==> config.mk <==
export PLATFORM = sky130hd
export DESIGN_NAME = toroidal_life_grid_engine
export DESIGN_NICKNAME = d
export VERILOG_FILES = /design/src/hw/rtl/tlg_pkg.sv /design/src/hw/rtl/tlg_ram.sv /design/src/hw/rtl/tlg_ctrl.sv /design/src/hw/rtl/tlg_datapath.sv /design/src/hw/rtl/toroidal_life_grid_engine.sv
export SDC_FILE = /design/constraint.sdc
export NUM_CORES = 2
export LEC_CHECK = 0
export ABC_AREA = 1
export BUFFER_PORTS_ARGS = -buffer_cell sky130_fd_sc_hd__buf_2
export CAP_MARGIN = 0
export CORE_UTILIZATION = 45
export CTS_CLUSTER_SIZE = 20
export DETAILED_ROUTE_END_ITERATION = 12
export PLACE_DENSITY = 0.62
export REMOVE_ABC_BUFFERS = 1
export SLEW_MARGIN = 20
export SYNTH_ARGS = -nofsm -noshare
export SYNTH_HDL_FRONTEND = slang
export SYNTH_SLANG_ARGS = --single-unit
==> constraint.sdc <==
create_clock -name aclk -period 6.1 [get_ports aclk]
set_input_delay 0.915 -clock aclk [delete_from_list [all_inputs] [get_ports aclk]]
set_output_delay 0.915 -clock aclk [all_outputs]
set_load 0.05 [all_outputs]
==> src/hw/rtl/tlg_pkg.sv <==
// Shared types, constants and functions for the toroidal life grid engine.
// No dependencies; the other files except tlg_ram take items from here by scoped name.
`timescale 1ns / 1ps
`default_nettype none

package tlg_pkg;

    localparam int GRID_WIDTH  = 64;
    localparam int GRID_HEIGHT = 32;
    localparam int ROW_W       = $clog2(GRID_HEIGHT);
    localparam int COL_W       = $clog2(GRID_WIDTH);
    localparam int ROWCNT_W    = ROW_W + 1;

    // B3/S23 neighbour counts
    localparam logic [3:0] LIFE_BIRTH   = 4'd3;
    localparam logic [3:0] LIFE_SURVIVE = 4'd2;

    typedef logic [GRID_WIDTH-1:0] row_t;

    typedef enum logic [1:0] {
        ACT_WRITE   = 2'd0,
        ACT_READ    = 2'd1,
        ACT_ADVANCE = 2'd2,
        ACT_CLEAR   = 2'd3
    } action_t;

    typedef struct packed {
        action_t     action;
        logic [5:0]  col;
        logic [4:0]  row;
        logic        alive;
    } in_item_t;

    typedef struct packed {
        logic [63:0] row_bits;
        logic [31:0] generation;
    } out_item_t;

    typedef enum logic [1:0] {
        RD_SRC_CMD   = 2'd0,
        RD_SRC_LAST  = 2'd1,
        RD_SRC_SWEEP = 2'd2
    } rd_src_t;

    // controller -> datapath
    typedef struct packed {
        logic    latch_cmd;
        logic    clear_all;
        logic    rd_issue;
        rd_src_t rd_src;
        logic    sweep_reset;
        logic    shift_win;
        logic    save_row0;
        logic    wr_sweep;
        logic    wr_last;
        logic    bump_gen;
        logic    load_result;
        logic    push;
    } ctrl_cmd_t;

    // datapath -> controller
    typedef struct packed {
        logic rd_pending;
        logic sweep_end;
    } ctrl_status_t;

    // row field modulo GRID_HEIGHT; constant table folded at elaboration
    function automatic logic [ROW_W-1:0] wrap_row(input logic [4:0] r);
        logic [ROW_W-1:0] acc;
        logic [ROW_W-1:0] res;
        acc = '0;
        res = '0;
        for (int i = 0; i < 32; i++) begin
            if (r == 5'(i)) res = acc;
            if (acc == ROW_W'(GRID_HEIGHT - 1)) acc = '0;
            else acc = acc + 1'b1;
        end
        return res;
    endfunction

    // column field modulo GRID_WIDTH
    function automatic logic [COL_W-1:0] wrap_col(input logic [5:0] c);
        logic [COL_W-1:0] acc;
        logic [COL_W-1:0] res;
        acc = '0;
        res = '0;
        for (int i = 0; i < 64; i++) begin
            if (c == 6'(i)) res = acc;
            if (acc == COL_W'(GRID_WIDTH - 1)) acc = '0;
            else acc = acc + 1'b1;
        end
        return res;
    endfunction

    // next generation of one row from its window; columns wrap
    function automatic row_t life_row(input row_t up, input row_t cur, input row_t dn);
        row_t       up_l, up_r, cur_l, cur_r, dn_l, dn_r;
        row_t       res;
        logic [3:0] n;
        up_l  = {up[GRID_WIDTH-2:0], up[GRID_WIDTH-1]};
        up_r  = {up[0], up[GRID_WIDTH-1:1]};
        cur_l = {cur[GRID_WIDTH-2:0], cur[GRID_WIDTH-1]};
        cur_r = {cur[0], cur[GRID_WIDTH-1:1]};
        dn_l  = {dn[GRID_WIDTH-2:0], dn[GRID_WIDTH-1]};
        dn_r  = {dn[0], dn[GRID_WIDTH-1:1]};
        res   = '0;
        for (int x = 0; x < GRID_WIDTH; x++) begin
            n = {3'b000, up_l[x]} + {3'b000, up[x]} + {3'b000, up_r[x]}
              + {3'b000, cur_l[x]} + {3'b000, cur_r[x]}
              + {3'b000, dn_l[x]} + {3'b000, dn[x]} + {3'b000, dn_r[x]};
            res[x] = (n == LIFE_BIRTH) || (cur[x] && (n == LIFE_SURVIVE));
        end
        return res;
    endfunction

endpackage

`default_nettype wire

==> src/hw/rtl/tlg_ram.sv <==
// Generic simple dual-port RAM, one write and one registered read port.
// No dependencies.
`timescale 1ns / 1ps
`default_nettype none

module tlg_ram #(
    parameter int WIDTH = 64,
    parameter int DEPTH = 32,
    localparam int AW   = (DEPTH > 1) ? $clog2(DEPTH) : 1
) (
    input  wire logic             aclk,
    input  wire logic             we,
    input  wire logic [AW-1:0]    waddr,
    input  wire logic [WIDTH-1:0] wdata,
    input  wire logic             re,
    input  wire logic [AW-1:0]    raddr,
    output logic      [WIDTH-1:0] rdata
);

    logic [WIDTH-1:0] mem_reg [DEPTH];
    logic [WIDTH-1:0] rdata_reg;

    always_ff @(posedge aclk) begin
        if (we) begin
            mem_reg[waddr] <= wdata;
        end
        if (re) begin
            rdata_reg <= mem_reg[raddr];
        end
    end

    assign rdata = rdata_reg;

endmodule

`default_nettype wire

==> src/hw/rtl/tlg_ctrl.sv <==
// Command sequencer for the life grid engine: one-hot state machine and output valid.
// Depends on tlg_pkg.
`timescale 1ns / 1ps
`default_nettype none

module tlg_ctrl (
    input  wire logic                  aclk,
    input  wire logic                  aresetn,
    input  wire logic                  s_valid,
    output logic                       s_ready,
    input  wire tlg_pkg::action_t      s_action,
    output logic                       m_valid,
    input  wire logic                  m_ready,
    input  wire tlg_pkg::ctrl_status_t status,
    output tlg_pkg::ctrl_cmd_t         cmd
);

    typedef enum logic [8:0] {
        ST_IDLE      = 9'b000000001,
        ST_CLEAR     = 9'b000000010,
        ST_ADV_WRAP  = 9'b000000100,
        ST_ADV_PRIME = 9'b000001000,
        ST_ADV_FIRST = 9'b000010000,
        ST_ADV_SWEEP = 9'b000100000,
        ST_ADV_LAST  = 9'b001000000,
        ST_FETCH     = 9'b010000000,
        ST_DONE      = 9'b100000000
    } state_t;

    // load_reg marks the first DONE cycle, when the fetched row is captured
    state_t state_reg, state_next;
    logic   load_reg, load_next;
    logic   out_valid_reg, out_valid_next;

    always_comb begin
        state_next = state_reg;
        load_next  = 1'b0;
        cmd        = '0;
        case (state_reg)
            ST_IDLE: begin
                if (s_valid) begin
                    cmd.latch_cmd = 1'b1;
                    case (s_action)
                        tlg_pkg::ACT_ADVANCE: state_next = ST_ADV_WRAP;
                        tlg_pkg::ACT_CLEAR:   state_next = ST_CLEAR;
                        default:              state_next = ST_FETCH;
                    endcase
                end
            end
            ST_CLEAR: begin
                cmd.clear_all = 1'b1;
                state_next    = ST_FETCH;
            end
            ST_ADV_WRAP: begin
                cmd.rd_issue    = 1'b1;
                cmd.rd_src      = tlg_pkg::RD_SRC_LAST;
                cmd.sweep_reset = 1'b1;
                state_next      = ST_ADV_PRIME;
            end
            ST_ADV_PRIME: begin
                cmd.rd_issue  = 1'b1;
                cmd.rd_src    = tlg_pkg::RD_SRC_SWEEP;
                cmd.shift_win = 1'b1;
                state_next    = ST_ADV_FIRST;
            end
            ST_ADV_FIRST: begin
                cmd.rd_issue  = 1'b1;
                cmd.rd_src    = tlg_pkg::RD_SRC_SWEEP;
                cmd.shift_win = 1'b1;
                cmd.save_row0 = 1'b1;
                state_next    = ST_ADV_SWEEP;
            end
            ST_ADV_SWEEP: begin
                cmd.rd_issue  = status.rd_pending;
                cmd.rd_src    = tlg_pkg::RD_SRC_SWEEP;
                cmd.shift_win = 1'b1;
                cmd.wr_sweep  = 1'b1;
                if (status.sweep_end) begin
                    state_next = ST_ADV_LAST;
                end
            end
            ST_ADV_LAST: begin
                cmd.wr_last  = 1'b1;
                cmd.bump_gen = 1'b1;
                state_next   = ST_FETCH;
            end
            ST_FETCH: begin
                cmd.rd_issue = 1'b1;
                cmd.rd_src   = tlg_pkg::RD_SRC_CMD;
                load_next    = 1'b1;
                state_next   = ST_DONE;
            end
            ST_DONE: begin
                // first cycle here captures the row, later cycles wait for the output slot
                cmd.load_result = load_reg;
                if (!load_reg && (!out_valid_reg || m_ready)) begin
                    cmd.push   = 1'b1;
                    state_next = ST_IDLE;
                end
            end
            default: begin
                state_next = ST_IDLE;
            end
        endcase
    end

    always_comb begin
        out_valid_next = out_valid_reg;
        if (cmd.push) begin
            out_valid_next = 1'b1;
        end else if (m_ready) begin
            out_valid_next = 1'b0;
        end
    end

    always_ff @(posedge aclk) begin
        if (!aresetn) begin
            state_reg     <= ST_IDLE;
            load_reg      <= 1'b0;
            out_valid_reg <= 1'b0;
        end else begin
            state_reg     <= state_next;
            load_reg      <= load_next;
            out_valid_reg <= out_valid_next;
        end
    end

    assign s_ready = (state_reg == ST_IDLE);
    assign m_valid = out_valid_reg;

`ifndef SYNTHESIS
    a_last_after_sweep: assert property (@(posedge aclk) disable iff (!aresetn)
        (state_reg == ST_ADV_LAST) |-> $past(state_reg == ST_ADV_SWEEP))
        else $error("last row written without a sweep");

    a_push_sets_valid: assert property (@(posedge aclk) disable iff (!aresetn)
        cmd.push |=> out_valid_reg)
        else $error("result transfer lost");
`endif

endmodule

`default_nettype wire

==> src/hw/rtl/tlg_datapath.sv <==
// Datapath of the life grid engine: row store, row valid bits, three-row window,
// generation counter and result register. Depends on tlg_pkg and tlg_ram.
`timescale 1ns / 1ps
`default_nettype none

module tlg_datapath (
    input  wire logic                  aclk,
    input  wire logic                  aresetn,
    input  wire tlg_pkg::in_item_t     s_payload,
    input  wire tlg_pkg::ctrl_cmd_t    cmd,
    output tlg_pkg::ctrl_status_t      status,
    output tlg_pkg::out_item_t         m_payload
);

    tlg_pkg::action_t              act_reg;
    logic [tlg_pkg::ROW_W-1:0]     row_idx_reg;
    logic [tlg_pkg::COL_W-1:0]     col_idx_reg;
    logic                          alive_reg;
    logic [tlg_pkg::ROWCNT_W-1:0]  rd_idx_reg;
    logic [tlg_pkg::ROW_W-1:0]     wr_idx_reg;
    logic [tlg_pkg::GRID_HEIGHT-1:0] valid_reg;
    logic                          rd_valid_reg;
    logic [31:0]                   gen_reg;
    tlg_pkg::row_t                 up_reg, cur_reg, row0_reg, res_row_reg;
    tlg_pkg::out_item_t            out_reg;

    logic [tlg_pkg::ROW_W-1:0]     rd_addr, wr_addr;
    logic                          we;
    tlg_pkg::row_t                 rd_data, rd_row, dn_row, life_next, cell_row, wr_data;
    tlg_pkg::row_t                 cell_mask;

    always_comb begin
        case (cmd.rd_src)
            tlg_pkg::RD_SRC_LAST:  rd_addr = tlg_pkg::ROW_W'(tlg_pkg::GRID_HEIGHT - 1);
            tlg_pkg::RD_SRC_SWEEP: rd_addr = rd_idx_reg[tlg_pkg::ROW_W-1:0];
            default:               rd_addr = row_idx_reg;
        endcase
    end

    // rows never written since reset or clear read as dead
    assign rd_row    = rd_valid_reg ? rd_data : '0;
    assign dn_row    = cmd.wr_last ? row0_reg : rd_row;
    assign life_next = tlg_pkg::life_row(up_reg, cur_reg, dn_row);
    assign cell_mask = tlg_pkg::row_t'(1) << col_idx_reg;
    assign cell_row  = alive_reg ? (rd_row | cell_mask) : (rd_row & ~cell_mask);

    assign we      = cmd.wr_sweep || cmd.wr_last ||
                     (cmd.load_result && (act_reg == tlg_pkg::ACT_WRITE));
    assign wr_addr = cmd.load_result ? row_idx_reg : wr_idx_reg;
    assign wr_data = cmd.load_result ? cell_row : life_next;

    tlg_ram #(
        .WIDTH (tlg_pkg::GRID_WIDTH),
        .DEPTH (tlg_pkg::GRID_HEIGHT)
    ) u_rows (
        .aclk  (aclk),
        .we    (we),
        .waddr (wr_addr),
        .wdata (wr_data),
        .re    (cmd.rd_issue),
        .raddr (rd_addr),
        .rdata (rd_data)
    );

    // control state
    always_ff @(posedge aclk) begin
        if (!aresetn) begin
            valid_reg  <= '0;
            gen_reg    <= '0;
            rd_idx_reg <= '0;
            wr_idx_reg <= '0;
        end else begin
            if (cmd.clear_all) begin
                valid_reg <= '0;
            end else if (we) begin
                valid_reg[wr_addr] <= 1'b1;
            end
            if (cmd.bump_gen) begin
                gen_reg <= gen_reg + 32'd1;
            end
            if (cmd.sweep_reset) begin
                rd_idx_reg <= '0;
                wr_idx_reg <= '0;
            end else begin
                if (cmd.rd_issue && (cmd.rd_src == tlg_pkg::RD_SRC_SWEEP)) begin
                    rd_idx_reg <= rd_idx_reg + 1'b1;
                end
                if (cmd.wr_sweep) begin
                    wr_idx_reg <= wr_idx_reg + 1'b1;
                end
            end
        end
    end

    // payload
    always_ff @(posedge aclk) begin
        if (cmd.latch_cmd) begin
            act_reg     <= s_payload.action;
            row_idx_reg <= tlg_pkg::wrap_row(s_payload.row);
            col_idx_reg <= tlg_pkg::wrap_col(s_payload.col);
            alive_reg   <= s_payload.alive;
        end
        if (cmd.rd_issue) begin
            rd_valid_reg <= valid_reg[rd_addr];
        end
        if (cmd.shift_win) begin
            up_reg  <= cur_reg;
            cur_reg <= rd_row;
        end
        if (cmd.save_row0) begin
            row0_reg <= rd_row;
        end
        if (cmd.load_result) begin
            res_row_reg <= (act_reg == tlg_pkg::ACT_WRITE) ? cell_row : rd_row;
        end
        if (cmd.push) begin
            out_reg.row_bits   <= 64'(res_row_reg);
            out_reg.generation <= gen_reg;
        end
    end

    assign status.rd_pending = (rd_idx_reg < tlg_pkg::ROWCNT_W'(tlg_pkg::GRID_HEIGHT));
    assign status.sweep_end  = (wr_idx_reg == tlg_pkg::ROW_W'(tlg_pkg::GRID_HEIGHT - 2));
    assign m_payload         = out_reg;

`ifndef SYNTHESIS
    a_no_rw_collision: assert property (@(posedge aclk) disable iff (!aresetn)
        (we && cmd.rd_issue) |-> (wr_addr != rd_addr))
        else $error("row store read and write hit the same row");

    a_last_row_index: assert property (@(posedge aclk) disable iff (!aresetn)
        cmd.wr_last |-> (wr_idx_reg == tlg_pkg::ROW_W'(tlg_pkg::GRID_HEIGHT - 1)))
        else $error("wrap row written at wrong index");

    a_gen_step: assert property (@(posedge aclk) disable iff (!aresetn)
        cmd.bump_gen |=> (gen_reg == $past(gen_reg) + 32'd1))
        else $error("generation count did not step");
`endif

endmodule

`default_nettype wire

==> src/hw/rtl/toroidal_life_grid_engine.sv <==
// Top level of the toroidal life grid engine: sequencer plus datapath.
// Depends on tlg_pkg, tlg_ctrl, tlg_datapath (and tlg_ram below it).
//
// Usage:
//   s_valid/s_ready/s_payload carry one command per transfer: write a cell,
//   read a row, advance one B3/S23 generation on the torus, or clear the grid.
//   col and row are taken modulo the grid size.
//   m_valid/m_ready/m_payload return exactly one result per command: the
//   addressed row after the command and the wrapping generation count.
// Sequencing:
//   commands run one at a time; the next is taken once the result of the last
//   has been loaded and pushed to the output register. Advance runs a
//   one-row-a-cycle sweep, which writes each new row two rows behind the row
//   it reads.
// Reset (aresetn low, synchronous): all cells dead, generation zero, no result
//   pending. Rows carry valid bits, so reset and clear take effect at once.
// Stall: the result sits in an output register; a new command is taken while
//   it waits, and that command finishes but holds in its last state until
//   the pending result has been transferred.
`timescale 1ns / 1ps
`default_nettype none

module toroidal_life_grid_engine (
    input  wire logic               aclk,
    input  wire logic               aresetn,
    input  wire logic               s_valid,
    output logic                    s_ready,
    input  wire tlg_pkg::in_item_t  s_payload,
    output logic                    m_valid,
    input  wire logic               m_ready,
    output tlg_pkg::out_item_t      m_payload
);

    tlg_pkg::ctrl_cmd_t    cmd;
    tlg_pkg::ctrl_status_t status;

    // sequencer: decides per cycle which datapath operations run
    tlg_ctrl u_ctrl (
        .aclk     (aclk),
        .aresetn  (aresetn),
        .s_valid  (s_valid),
        .s_ready  (s_ready),
        .s_action (s_payload.action),
        .m_valid  (m_valid),
        .m_ready  (m_ready),
        .status   (status),
        .cmd      (cmd)
    );

    // grid store, life window and result register
    tlg_datapath u_datapath (
        .aclk      (aclk),
        .aresetn   (aresetn),
        .s_payload (s_payload),
        .cmd       (cmd),
        .status    (status),
        .m_payload (m_payload)
    );

endmodule

`default_nettype wire
==> impl_metrics.prom <==
# TYPE chip_impl_metric gauge
chip_impl_info{name="cts_tree",value="yes"} 1
chip_impl_metric{name="slowest_delay",unit="ps"} 560
chip_impl_metric{name="die_area",unit="um^2"} 262000
chip_impl_metric{name="yosys.cell_types.count",unit=""} 43
chip_impl_info{name="crit_type",value="flop to flop"} 1
chip_impl_info{name="worst_path_most_repeated_cell",value="sky130_fd_sc_hd__fa_1"} 1
chip_impl_metric{name="synth_sequential_area_ratio",unit=""} 0.651
chip_impl_metric{name="clkLatencyLatePin",unit="ps"} 970
chip_impl_metric{name="numClockSinks",unit=""} 2565
chip_impl_metric{name="power.net_switching",unit="mW"} 19.8
chip_impl_metric{name="clockPowerShare",unit=""} 0.296
chip_impl_metric{name="dpl.hpwl",unit="mm"} 197
chip_impl_metric{name="largest_reg_flops",unit=""} 2048
chip_impl_metric{name="floorplan.die.height",unit="um"} 512
chip_impl_metric{name="design_area",unit="um^2"} 131000
chip_impl_metric{name="internal_power_consumption",unit="mW"} 37.5
chip_impl_metric{name="synth-seq-cells",unit=""} 2565
chip_impl_metric{name="layout.filler_cells",unit=""} 21900
chip_impl_metric{name="grt_use_total",unit=""} 0.277
chip_impl_metric{name="crit_required",unit="ps"} 6650
chip_impl_metric{name="synth_area",unit="um^2"} 117000
chip_impl_metric{name="worst_vdd_drop",unit="mV"} 0.351
chip_impl_metric{name="report.power.total",unit="mW"} 57.3
chip_impl_metric{name="port_buffers",unit=""} 115
chip_impl_metric{name="ff2ff_setup_slack",unit="ps"} 490
chip_impl_metric{name="grt_antenna_before_repair",unit=""} 19
chip_impl_info{name="hold_path.class",value="input port to flop"} 1
chip_impl_metric{name="power_switching_share",unit=""} 0.346
chip_impl_metric{name="fin_cells",unit=""} 13800
chip_impl_info{name="critPathLaunchType",value="flop"} 1
chip_impl_metric{name="ant_nets",unit=""} 0
chip_impl_metric{name="period_needed",unit="ps"} 5610
chip_impl_metric{name="synth-async-reset-ratio",unit=""} 0
chip_impl_metric{name="global_route_wire_length_before_repair",unit="mm"} 535
chip_impl_metric{name="drc",unit=""} 0
chip_impl_metric{name="start_util",unit=""} 0.454
chip_impl_metric{name="detail_route.vias_per_cell",unit=""} 5.95
chip_impl_metric{name="number_of_global_route_vias_before_repair",unit=""} 78700
chip_impl_metric{name="first_iter_violations",unit=""} 11800
chip_impl_metric{name="grt_start_max_net_pins",unit=""} 190
chip_impl_metric{name="worstPathMaxFanout",unit=""} 67
chip_impl_metric{name="ctsResizeCount",unit=""} 0
chip_impl_metric{name="power_density",unit="nW/um^2"} 436
chip_impl_info{name="most_frequent_cells_in_the_layout",value="sky130_fd_sc_hd__nand3_1, sky130_fd_sc_hd__edfxtp_1, sky130_fd_sc_hd__nand2_1"} 1
chip_impl_metric{name="area_growth",unit="%"} 12.4
chip_impl_metric{name="p_seq_frac",unit=""} 0.400
chip_impl_metric{name="setup_total_negative_slack",unit="ps"} 0
chip_impl_metric{name="core.rowCount",unit=""} 186
chip_impl_metric{name="gpl.final_weighted_congestion",unit=""} 0.903
chip_impl_metric{name="via_count",unit=""} 82000
chip_impl_metric{name="drv.max_cap_violation_count",unit=""} 0
chip_impl_metric{name="timing.fmax",unit="MHz"} 178
chip_impl_metric{name="routed_length_per_placed_instance",unit="um"} 26.8
chip_impl_metric{name="post_synth.cell_area_avg",unit="um^2"} 11.4
chip_impl_metric{name="post_cts.repair.setup_buffers",unit=""} 0
chip_impl_metric{name="detailedRoute.firstPassIterationCount",unit=""} 6
chip_impl_metric{name="layout_worst_path_cycle_share",unit=""} 0.919
chip_impl_metric{name="drt_wl_total",unit="mm"} 370
chip_impl_info{name="worstPathCellList",value="inv_1 -> nand3_1 -> nor2_4 -> clkinv_2 -> buf_12 -> or2_2 -> o21ai_0 -> fa_1 -> fa_1 -> inv_1 -> fa_1 -> inv_1 -> fa_1 -> nor3_1 -> nand2_1 -> o21ai_2"} 1
chip_impl_metric{name="htree_num_levels",unit=""} 5
chip_impl_metric{name="cts_buffers",unit=""} 291
chip_impl_metric{name="timing.clock.skew",unit="ps"} 65.1
chip_impl_metric{name="dpl.cell_count",unit=""} 13300
chip_impl_metric{name="clk_pin_slew_worst_paths",unit="ps"} 60
chip_impl_metric{name="hold_violations",unit=""} 0
chip_impl_info{name="run_status",value="complete, no violations"} 1
chip_impl_info{name="critPathSlowestCell",value="sky130_fd_sc_hd__fa_1"} 1
chip_impl_metric{name="timing_worst_slew_pin_value",unit="ps"} 1250
chip_impl_metric{name="maxSlewHeadroom",unit=""} 0.159
chip_impl_metric{name="drv_slew",unit=""} 0
chip_impl_metric{name="die_width",unit="um"} 512
chip_impl_info{name="rsz0062_at_grt",value="no"} 1
chip_impl_metric{name="gr-total-overflow",unit=""} 0
chip_impl_metric{name="cts.hold.buffers_added",unit=""} 0
chip_impl_metric{name="post_route_cells_drive_above_1_share",unit=""} 0.0882
chip_impl_info{name="dominantRegCellSynth",value="sky130_fd_sc_hd__edfxtp_1"} 1
chip_impl_metric{name="ys_warn_count",unit=""} 0
chip_impl_info{name="worst_setup_path_end_kind",value="flop"} 1
chip_impl_metric{name="cts_max_path_bufs",unit=""} 4
chip_impl_metric{name="nets_finish",unit=""} 10700
chip_impl_metric{name="synth_enable_flop_cells",unit=""} 2479
chip_impl_metric{name="place_area",unit="um^2"} 122000
chip_impl_metric{name="finalSetupViolCount",unit=""} 0
chip_impl_metric{name="netlist_instances",unit=""} 10200
chip_impl_metric{name="power.combinational.fraction",unit=""} 0.304
chip_impl_info{name="cts_root_buffer",value="sky130_fd_sc_hd__clkbuf_16"} 1
chip_impl_metric{name="total_leakage_power",unit="nW"} 49.4
chip_impl_metric{name="floorplan.core_area",unit="um^2"} 258000
chip_impl_info{name="layout.cells.most_common",value="sky130_fd_sc_hd__nand3_1"} 1
chip_impl_metric{name="ios",unit=""} 116
chip_impl_metric{name="cp.arrival",unit="ps"} 6160
## through the flow
step                setup WS [ps]  utilization  hold slack [ps]
global route                  321        0.510              134
floorplan                  -26000            -              400
global placement              601        0.474              403
finish                        492        0.510              161
detailed placement            553        0.474              405
CTS                           504        0.509              109
## worst paths after layout
kind | from | end | cells past startpoint
max | u_ctrl.state_reg[8] | u_datapath.u_rows.mem_reg[17][11] | 16
min | s_payload[2] | u_datapath.row_idx_reg[1] | 1
max reg2reg | u_ctrl.state_reg[8] | u_datapath.u_rows.mem_reg[17][11] | 16
min reg2reg | u_datapath.res_row_reg[29] | u_datapath.m_payload[61] | 0
## worst max-delay path, delay by kind of cell, from the launching register on
kind	cells	cell delay, ps
flip-flops	1	350
adder cells (fa/ha/maj)	4	1940
AO/OA/AOI/OAI	2	750
buffers and inverters	5	740
AND/OR/NAND/NOR	5	1340
## synth_stat cells (7+ instances only)
cell type,instances,area share
sky130_fd_sc_hd__nor2_1,141,0.0045
sky130_fd_sc_hd__fa_1,256,0.044
sky130_fd_sc_hd__buf_4,12,0.00077
sky130_fd_sc_hd__nand2_1,1745,0.056
sky130_fd_sc_hd__o2111ai_1,23,0.0017
sky130_fd_sc_hd__a211oi_1,21,0.0013
sky130_fd_sc_hd__a22oi_1,15,0.00096
sky130_fd_sc_hd__clkbuf_1,270,0.0087
sky130_fd_sc_hd__a31o_2,21,0.0016
sky130_fd_sc_hd__buf_2,327,0.014
sky130_fd_sc_hd__nand4_1,12,0.00064
sky130_fd_sc_hd__xor2_1,10,0.00075
sky130_fd_sc_hd__dfxtp_1,86,0.015
sky130_fd_sc_hd__nor2_2,12,0.00064
sky130_fd_sc_hd__buf_1,49,0.0016
sky130_fd_sc_hd__a21oi_1,117,0.0050
sky130_fd_sc_hd__nor3_1,47,0.0020
sky130_fd_sc_hd__nand3_1,2904,0.12
sky130_fd_sc_hd__nand3b_1,127,0.0082
sky130_fd_sc_hd__a31oi_1,36,0.0019
sky130_fd_sc_hd__or2_2,32,0.0017
sky130_fd_sc_hd__o21bai_1,22,0.0014
sky130_fd_sc_hd__or2_0,30,0.0016
sky130_fd_sc_hd__o21ai_1,7,0.00030
sky130_fd_sc_hd__ha_1,198,0.021
sky130_fd_sc_hd__o21ai_0,245,0.010
sky130_fd_sc_hd__a2111oi_0,9,0.00067
sky130_fd_sc_hd__edfxtp_1,2479,0.64
sky130_fd_sc_hd__inv_1,960,0.031
## cells by family (layout without fill, tap and decap cells)
group	after synthesis	count (layout)	share of synthesized area
simple gates	5068	5068	0.201
flops	2565	2565	0.651
buf+inv	1624	1794	0.0561
compound gates	521	521	0.0258
fa+ha+maj	454	454	0.0650
xor+xnor	11	11	0.000824
other cells	0	3	0
## per-layer routing
layer	vias to the layer above	part of all wire	GRT usage
met5	-	0.000035	0
met4	2	0.049	0.127
met3	856	0.099	0.0452
met2	4599	0.46	0.436
met1	40600	0.39	0.378
li1	35900	-	-
## area by class of cell
type                    instances  area [um^2]  share of cell area
clock inverters               134         1340              0.0102
diodes                          3         7.51           0.0000571
multi-input cells            6054        35000               0.266
flip-flops and latches       2565        76200               0.580
clock buffers                 353         7670              0.0584
repair buffers                342         3260              0.0248
inverters                     965         3770              0.0287
well taps                    3384         4230              0.0322
## power groups by stage
| stage | Combinational [mW] | Sequential (mW) | Clock (mW) |
|---|---|---|---|
| finish | 17.4 | 22.9 | 17.0 |
| global route | 19.0 | 22.9 | 17.8 |
| CTS | 17.0 | 22.9 | 17.1 |
| detailed placement | 16.9 | 23.3 | 0 |
| global placement | 16.4 | 23.3 | 0 |
| floorplan | 12.0 | 23.5 | 0 |
(Power assumes the default switching activity.)
